[config.mk]
export PLATFORM = sky130hd
export DESIGN_NAME = multi_mode_sensor_filter
export DESIGN_NICKNAME = d
export VERILOG_FILES = /design/src/design/mmsf_pkg.sv /design/src/design/multi_mode_sensor_filter.sv
export SDC_FILE = /design/constraint.sdc
export NUM_CORES = 2
export LEC_CHECK = 0
export ABC_AREA = 0
export BUFFER_PORTS_ARGS = -buffer_cell sky130_fd_sc_hd__buf_2
export CORE_MARGIN = 1
export CORE_UTILIZATION = 35
export CTS_CLUSTER_SIZE = 16
export DETAILED_ROUTE_END_ITERATION = 10
export SYNTH_ARGS = -nofsm -noshare
export SYNTH_HDL_FRONTEND = slang
export SYNTH_SLANG_ARGS = --single-unit
[constraint.sdc]
create_clock -name clk -period 36.7 [get_ports clk]
set_clock_uncertainty 0.15 [all_clocks]
set_input_delay 5.505 -clock clk [delete_from_list [all_inputs] [get_ports clk]]
set_output_delay 5.505 -clock clk [all_outputs]
set_load 0.02 [all_outputs]
[src/design/mmsf_pkg.sv]
// constants and types shared by the multi-mode sensor filter
package mmsf_pkg;

    localparam int SAMPLE_BITS = 16;
    // accumulator holds a sample times a 23-bit coefficient plus headroom for three terms
    localparam int ACC_W       = SAMPLE_BITS + 26;
    // tracker arithmetic keeps two guard bits for compares and overshoot
    localparam int TRK_W       = SAMPLE_BITS + 2;

    localparam int CFG_IDX_W   = 1;
    localparam int CFG_DATA_W  = 3;
    localparam int KIND_W      = 3;
    localparam int ORDER_W     = 2;
    localparam int COUNT_W     = 4;

    typedef logic signed [SAMPLE_BITS-1:0] sample_t;
    typedef logic signed [ACC_W-1:0]       acc_t;
    typedef logic signed [TRK_W-1:0]       trk_t;
    typedef logic [KIND_W-1:0]             kind_t;
    typedef logic [ORDER_W-1:0]            order_t;
    typedef logic [COUNT_W-1:0]            count_t;
    typedef logic [CFG_IDX_W-1:0]          cfg_idx_t;
    typedef logic [CFG_DATA_W-1:0]         cfg_data_t;

    // register indexes
    localparam cfg_idx_t CFG_KIND  = 1'b0;
    localparam cfg_idx_t CFG_ORDER = 1'b1;

    // filter kinds
    localparam kind_t KIND_CHEB   = 3'd0;
    localparam kind_t KIND_BESSEL = 3'd1;
    localparam kind_t KIND_MEDIAN = 3'd2;
    localparam kind_t KIND_FAST   = 3'd3;
    localparam kind_t KIND_SMOOTH = 3'd4;

    // low-pass orders
    localparam order_t ORDER_ONE = 2'd1;
    localparam order_t ORDER_TWO = 2'd2;

    // first-order coefficients
    localparam acc_t CHEB1_X  = ACC_W'(3269048);
    localparam acc_t CHEB1_H  = ACC_W'(3701023);
    localparam acc_t BES1_X   = ACC_W'(2057199);
    localparam acc_t BES1_H   = ACC_W'(1068552);
    // second-order coefficients
    localparam acc_t CHEB2_X  = ACC_W'(662828);
    localparam acc_t CHEB2_H0 = ACC_W'(-540791);
    localparam acc_t CHEB2_H1 = ACC_W'(628977);
    localparam acc_t BES2_X   = ACC_W'(759505);
    localparam acc_t BES2_H0  = ACC_W'(-1011418);
    localparam acc_t BES2_H1  = ACC_W'(921678);
    // rounding terms
    localparam acc_t RND_21   = ACC_W'(1048576);
    localparam acc_t RND_20   = ACC_W'(524288);
    localparam acc_t RND_19   = ACC_W'(262144);

    // tracker constants
    localparam trk_t STEP_512 = TRK_W'(512);
    localparam trk_t STEP_128 = TRK_W'(128);
    localparam trk_t STEP_32  = TRK_W'(32);
    localparam trk_t STEP_8   = TRK_W'(8);
    localparam trk_t STEP_1   = TRK_W'(1);
    localparam count_t COUNT_MAX = 4'd10;

endpackage

[src/design/multi_mode_sensor_filter.sv]
// multi-mode sensor filter: low-pass, median and tracker filters in one pass
//
// Each accepted sample produces exactly one filtered sample. filter_kind picks
// a Chebyshev or Bessel fixed-point low-pass filter (order 1 or 2 set by
// filter_order), a median of the last three samples, a fast binary-step
// tracker, or a smooth tracker with an accelerating step. The block has two
// register stages: an input register and a result register, with all filter
// math done by constant multiplies and adds between them. One sample is
// taken every cycle unless a full result stage with out_ready low stalls
// it; the throughput is set by the single filter datapath feeding the
// history and tracker registers, which are updated as each sample passes.
// Both stages hold their data while out_ready is low, so the input side keeps
// accepting until both are full. Configuration writes should only be issued
// while no sample is in flight; an unused kind, or an unused order with a
// low-pass kind, returns zero and leaves the filter state untouched.
module multi_mode_sensor_filter
    import mmsf_pkg::*;
(
    input  logic      clk,
    input  logic      rst_n,
    // configuration write channel
    input  logic      cfg_valid,
    output logic      cfg_ready,
    input  cfg_idx_t  cfg_index,
    input  cfg_data_t cfg_data,
    // sample input channel
    input  logic      in_valid,
    output logic      in_ready,
    input  sample_t   sample_in,
    // filtered sample output channel
    output logic      out_valid,
    input  logic      out_ready,
    output sample_t   sample_out
);

    // configuration registers
    kind_t   filter_kind_reg;
    order_t  filter_order_reg;

    // input stage
    logic    in_valid_reg;
    sample_t sample_reg;

    // result stage
    logic    out_valid_reg;
    sample_t sample_out_reg;

    // filter state, oldest history entry at index 0
    sample_t hist0_reg, hist1_reg, hist2_reg;
    sample_t tracker_reg;
    count_t  step_count_reg;

    sample_t hist0_next, hist1_next, hist2_next;
    sample_t tracker_next;
    count_t  step_count_next;
    sample_t y_next;

    logic    calc_fire;

    // config writes are always taken
    assign cfg_ready = 1'b1;

    // input stage moves on when the result stage is free or draining
    assign calc_fire  = in_valid_reg && (!out_valid_reg || out_ready);
    assign in_ready   = !in_valid_reg || calc_fire;
    assign out_valid  = out_valid_reg;
    assign sample_out = sample_out_reg;

    always_ff @(posedge clk or negedge rst_n)
    begin
        if (!rst_n)
        begin
            filter_kind_reg  <= KIND_CHEB;
            filter_order_reg <= ORDER_ONE;
        end
        else if (cfg_valid)
        begin
            unique case (cfg_index)
                CFG_KIND:  filter_kind_reg  <= cfg_data[KIND_W-1:0];
                CFG_ORDER: filter_order_reg <= cfg_data[ORDER_W-1:0];
                default:   ;
            endcase
        end
    end

    // input register
    always_ff @(posedge clk or negedge rst_n)
    begin
        if (!rst_n)
        begin
            in_valid_reg <= 1'b0;
        end
        else if (in_ready)
        begin
            in_valid_reg <= in_valid;
        end
    end

    always_ff @(posedge clk)
    begin
        if (in_valid && in_ready)
        begin
            sample_reg <= sample_in;
        end
    end

    // result register
    always_ff @(posedge clk or negedge rst_n)
    begin
        if (!rst_n)
        begin
            out_valid_reg <= 1'b0;
        end
        else if (calc_fire)
        begin
            out_valid_reg <= 1'b1;
        end
        else if (out_ready)
        begin
            out_valid_reg <= 1'b0;
        end
    end

    always_ff @(posedge clk)
    begin
        if (calc_fire)
        begin
            sample_out_reg <= y_next;
        end
    end

    // filter state advances with each sample that reaches the result stage
    always_ff @(posedge clk or negedge rst_n)
    begin
        if (!rst_n)
        begin
            hist0_reg      <= '0;
            hist1_reg      <= '0;
            hist2_reg      <= '0;
            tracker_reg    <= '0;
            step_count_reg <= '0;
        end
        else if (calc_fire)
        begin
            hist0_reg      <= hist0_next;
            hist1_reg      <= hist1_next;
            hist2_reg      <= hist2_next;
            tracker_reg    <= tracker_next;
            step_count_reg <= step_count_next;
        end
    end

    // filter datapath
    always_comb
    begin
        acc_t    xa, h1a, h2a, acc;
        sample_t t16;
        trk_t    xt, ht, stepv;
        count_t  cnt;
        sample_t lo, hi;

        hist0_next      = hist0_reg;
        hist1_next      = hist1_reg;
        hist2_next      = hist2_reg;
        tracker_next    = tracker_reg;
        step_count_next = step_count_reg;
        y_next          = '0;

        xa    = ACC_W'(sample_reg);
        h1a   = ACC_W'(hist1_reg);
        h2a   = ACC_W'(hist2_reg);
        acc   = '0;
        t16   = '0;
        xt    = TRK_W'(sample_reg);
        ht    = TRK_W'(tracker_reg);
        stepv = '0;
        cnt   = step_count_reg;
        lo    = '0;
        hi    = '0;

        unique case (filter_kind_reg) inside
            KIND_CHEB, KIND_BESSEL:
            begin
                if (filter_order_reg == ORDER_ONE)
                begin
                    // new oldest entry is the previous newest one
                    if (filter_kind_reg == KIND_CHEB)
                    begin
                        acc = (((xa * CHEB1_X) >>> 2) + ((h1a * CHEB1_H) >>> 3) + RND_21) >>> 21;
                    end
                    else
                    begin
                        acc = (((xa * BES1_X) >>> 3) + ((h1a * BES1_H) >>> 1) + RND_20) >>> 20;
                    end
                    t16        = acc[SAMPLE_BITS-1:0];
                    hist0_next = hist1_reg;
                    hist1_next = t16;
                    y_next     = hist1_reg + t16;
                end
                else if (filter_order_reg == ORDER_TWO)
                begin
                    if (filter_kind_reg == KIND_CHEB)
                    begin
                        acc = (((xa * CHEB2_X) >>> 4) + ((h1a * CHEB2_H0) >>> 1)
                               + (h2a * CHEB2_H1) + RND_19) >>> 19;
                    end
                    else
                    begin
                        acc = (((xa * BES2_X) >>> 4) + ((h1a * BES2_H0) >>> 3)
                               + ((h2a * BES2_H1) >>> 1) + RND_19) >>> 19;
                    end
                    t16        = acc[SAMPLE_BITS-1:0];
                    hist0_next = hist1_reg;
                    hist1_next = hist2_reg;
                    hist2_next = t16;
                    y_next     = hist1_reg + (hist2_reg <<< 1) + t16;
                end
            end

            KIND_MEDIAN:
            begin
                hist0_next = hist1_reg;
                hist1_next = hist2_reg;
                hist2_next = sample_reg;
                lo = (hist1_reg < hist2_reg) ? hist1_reg : hist2_reg;
                hi = (hist1_reg < hist2_reg) ? hist2_reg : hist1_reg;
                if (sample_reg <= lo)
                begin
                    y_next = lo;
                end
                else if (sample_reg >= hi)
                begin
                    y_next = hi;
                end
                else
                begin
                    y_next = sample_reg;
                end
            end

            KIND_FAST:
            begin
                // coarse-to-fine steps never pass the input
                if (xt > ht)
                begin
                    if (xt > ht + STEP_512) ht = ht + STEP_512;
                    if (xt > ht + STEP_128) ht = ht + STEP_128;
                    if (xt > ht + STEP_32)  ht = ht + STEP_32;
                    if (xt > ht + STEP_8)   ht = ht + STEP_8;
                    ht = ht + STEP_1;
                end
                else if (xt < ht)
                begin
                    if (xt < ht - STEP_512) ht = ht - STEP_512;
                    if (xt < ht - STEP_128) ht = ht - STEP_128;
                    if (xt < ht - STEP_32)  ht = ht - STEP_32;
                    if (xt < ht - STEP_8)   ht = ht - STEP_8;
                    ht = ht - STEP_1;
                end
                tracker_next = ht[SAMPLE_BITS-1:0];
                y_next       = ht[SAMPLE_BITS-1:0];
            end

            KIND_SMOOTH:
            begin
                // step grows by 8 each time the gap is large, may overshoot
                if (xt > ht)
                begin
                    if (xt > ht + STEP_8)
                    begin
                        cnt   = cnt + 4'd1;
                        stepv = TRK_W'({cnt, 3'b000});
                        ht    = ht + stepv;
                    end
                    ht = ht + STEP_1;
                end
                else if (xt < ht)
                begin
                    if (xt < ht - STEP_8)
                    begin
                        cnt   = cnt + 4'd1;
                        stepv = TRK_W'({cnt, 3'b000});
                        ht    = ht - stepv;
                    end
                    ht = ht - STEP_1;
                end
                if (cnt > COUNT_MAX)
                begin
                    cnt = '0;
                end
                step_count_next = cnt;
                tracker_next    = ht[SAMPLE_BITS-1:0];
                y_next          = ht[SAMPLE_BITS-1:0];
            end

            default:
            begin
                y_next = '0;
            end
        endcase
    end

endmodule
==> results <==
- The most prevalent standard cell on the critical path is ha_1.
- The storage element area is 2440 µm².
- The first-pass GRT wire length is 390000 µm.
- Using the TritonRoute via totals, the vias-per-cell ratio works out to 5.35.
- The mux cell area share after synthesis is 1.28%.
- Together, buffers and inverters on the worst path number 3.
- The critical path class is register to register.
- The worst hold path terminates at out_valid$_DFFE_PN0P_.
- The boundary pin count is 44.
- Summing the areas of all xor and xnor instances in the mapped netlist gives 6.37% of the synthesized area.
- The data required time at the worst endpoint is 36.68 ns.
- The async set-reset flop share out of synthesis is 64.8%.
- The commonest cells after synthesis are inv_1, ha_1, fa_1.
- The number of distinct library cells after synthesis is 102.
- The layout filler cell count is 20500.
- The overall track demand over capacity in global routing is 25.9%.
- The clock latency of the later-clocked register in the worst-skew pair is 0.40 ns.
- The area fraction in compound gates after synthesis is 11.0%.
- Setup violations remaining at the end of the flow were counted as 0.
- The origin of the critical flop-to-flop path is tracker_reg[10]$_DFFE_PN0P_.
- The via count of the routed design is 56100.
- The share of the Yosys chip area taken by registers is 3.41%.
- The worst flop-to-flop path endpoint is sample_out[15]$_DFFE_PP_.
- The number of antenna violations at the first check in global routing came to 7.
- The number of levels in the clock H-tree is 3.
- The class of the tightest hold or removal check is register to register.
- The TritonCTS clock tree is yes.
- Ranked by total cell area, the synthesized netlist is headed by fa_1, ha_1, inv_1.
- Prior to clock tree synthesis, the placed netlist has a worst setup slack of 20.49 ns.
- The synthesized netlist devotes 8.39% of its cell area to simple gates.
- The die is 454 µm wide.
- When the netlist entered floorplanning its net count stood at 10600.
- For met2 alone, demand over resource in global routing was 41.2%.
- Of the available clock period, the critical path in the final layout requires 45.1%.
- The global-route congestion overflow total is 0.
- The hold buffer count at cts is 0.
- The depth of the worst register-to-register path is 49.
- The number of global-route vias before repair was 57800.
- Of the post-synthesis cell area, the dominant cell type holds 30.2%.
- The cell taking the most area after synthesis is fa_1.
- The highest-utilization routing layer at the global route stage is met2.
- The largest fanout on the critical path is 16.
- The synthesized-area fraction occupied by adder cells is 59.8%.
- Based on the critical path, the design can be clocked at up to 60.4 MHz.
- In the routed design, unresolved DRC markers number 0.
- The worst-case setup margin in the final layout is 20.15 ns.
- The number of enable-type register cells in the synthesized netlist is 32.
- The final net count is 10600.
- The cell with the most instances after synthesis is inv_1.
- The post-synthesis instance total is 7756.
- Among all stages on the critical path, the largest delay is contributed by dfrtp_1.
- Once the floorplan was initialized, standard cells occupied 35.3% of the core.
- The worst hold path cell count is 1.
- The met1 demand-to-capacity share in global routing is 36.1%.
- The pin slew with the least headroom to its limit is 1.22 ns.
- The area growth from synthesis to final layout is 5.99%.
- The detail-routed net length per standard cell is 25.4 µm.
- The sort of element at the start of the critical path is a register.
- The half-perimeter wire length after detailed placement is 230000 µm.
- The post-cts repair resize count is 0.
- STA classifies the critical path endpoint as a register.
- In this run the tool buffered the top-level ports with 42 buffer cells.
- A synthesized cell averages 9.22 µm².
- The startpoint of the most critical hold path is in_valid_reg$_DFFE_PN0N_.
- The reg-to-reg setup timing slack is 20.15 ns.
- The number of buffers inserted by post-CTS setup repair is 0.
- The number of pins with negative max-slew slack in the final report was 0.
- The most used flip-flop cell after synthesis is dfrtp_1.
- The die is 454 µm tall.
- Setup repair after global routing left no endpoint under its margin.
- The total of flip-flops plus latches after synthesis is 91.
- Summed over all layers, the routed wires come to 266000 µm.
- The number of CTS-inserted buffers is 9.
- Clock tree synthesis selected as its root buffer the cell clkbuf_16.
- In this design, the largest share of critical-path delay is due to simple AND/OR/NAND/NOR gates.
- On the worst path, the slowest cell contributes a delay of 0.81 ns.
- The combined area of all synthesized cells is 71500 µm².
- The minimum clock period after layout is 16.55 ns.
- The count of standard-cell rows is 165.
- The largest net degree at the start of global routing is 48.
- Of the cells placed in the final design, the portion with a size suffix greater than 1 is 3.49%.
- Across the run, the number of max-cap violations was 0.
- The first-pass iteration count of the detailed router is 6.
- The tree built by TritonCTS fans out to 91 sinks.
- The run finished with clean final reports.
- The maximum count of clock buffers along a single path is 2.
- For this block, the initial DRC count from the detailed router was 4243.
- After clock tree synthesis, the clock-pin slew on the worst setup and hold paths is 0.09 ns.
- For met3 alone, demand over resource in global routing was 2.64%.
- The worst path arrival time is 16.54 ns.
- The final hold violation count is 0.
- The total die area is 206000 µm².
- For this run, the number of Yosys warnings is 0.
- The combined area of the multi-input logic cells is 62100 µm².
- The count of nets left with antenna violations once routing finished came out at 0.
- The total negative slack for setup checks is 0 ns.
- The tightest slew margin relative to the limit is 18.1%.
- In this run the standard cell core region covers 203000 µm².
- Routability-driven placement finished with a final weighted congestion of 1.01.
- The dominant combinational cell family by area after synthesis is adder cells.
==> per-layer routing <==
| layer | vias up | part of all wire, % |
|---|---|---|
| met4 | 6 | 4.7 |
| met1 | 28100 | 45 |
| li1 | 25600 | - |
| met5 | - | 0.015 |
| met2 | 1943 | 45 |
| met3 | 433 | 6.1 |
==> worst max path at each step <==
stage                                     start                  endpoint  slack (ns)  cells past startpoint
floorplan            tracker_reg[9]$_DFFE_PN0P_  sample_out[15]$_DFFE_PP_       22.19                     52
global placement    tracker_reg[10]$_DFFE_PN0P_  sample_out[15]$_DFFE_PP_       20.77                     49
detailed placement  tracker_reg[10]$_DFFE_PN0P_  sample_out[15]$_DFFE_PP_       20.49                     49
CTS                 tracker_reg[10]$_DFFE_PN0P_  sample_out[15]$_DFFE_PP_       20.44                     49
global route        tracker_reg[10]$_DFFE_PN0P_  sample_out[15]$_DFFE_PP_       18.95                     50
finish              tracker_reg[10]$_DFFE_PN0P_  sample_out[15]$_DFFE_PP_       20.15                     49
==> worst register-to-register path, delay by kind of cell, from the launching register on <==
kind            cells  cell delay, ns
compound gates     19            5.69
flops               1            0.81
buf+inv             3            0.72
fa+ha+maj           5            1.77
simple gates       19            6.51
xor+xnor            3            0.64
==> per-stage QoR <==
| step | hold WS (ns) | cells | util (%) | cell area (µm²) |
|---|---|---|---|---|
| floorplan | 0.299 | 7756 | - | 71500 |
| global placement | 0.309 | 10500 | 37.3 | 75500 |
| detailed placement | 0.328 | 10500 | 37.3 | 75500 |
| CTS | 0.354 | 10500 | 37.4 | 75800 |
| global route | 0.366 | 10500 | 37.4 | 75800 |
| finish | 0.353 | 10500 | 37.4 | 75800 |
==> cell families (layout without fill, tap and decap cells) <==
group / Yosys count / after routing
XOR/XNOR: 514 / 514
adder cells (fa/ha/maj): 2769 / 2769
AO/OA/AOI/OAI: 1208 / 1208
multiplexers: 85 / 85
AND/OR/NAND/NOR: 1238 / 1238
other: 1 / 2
flip-flops: 91 / 91
buffers and inverters: 1850 / 1907
==> cell usage in the layout, fill, tap and decap left out, drive strengths merged, types with 69 or more instances in the layout <==
| master | Yosys | final |
|---|---|---|
| fa | 1078 | 1078 |
| xor2 | 123 | 123 |
| a21o | 103 | 103 |
| o21ai | 255 | 255 |
| nor2 | 353 | 353 |
| inv | 1740 | 1743 |
| nand3 | 105 | 105 |
| ha | 1691 | 1691 |
| nand2 | 303 | 303 |
| o21bai | 84 | 84 |
| buf | 18 | 147 |
| nor3 | 111 | 111 |
| o21a | 69 | 69 |
| mux2i | 69 | 69 |
| xnor2 | 387 | 387 |
| a21oi | 330 | 330 |
==> layout make-up <==
type | instances | share of cell area (%)
diodes | 1 | 0.00330
clock buffers | 9 | 0.297
clock inverters | 7 | 0.121
inverters | 1744 | 8.64
multi-input cells | 5815 | 82.0
flip-flops and latches | 91 | 3.22
well taps | 2672 | 4.41
repair buffers | 147 | 1.32
Power is left out: the tool's default activity adds up to more than one toggle a clock period on the data nets, which glitch-free logic cannot reach.
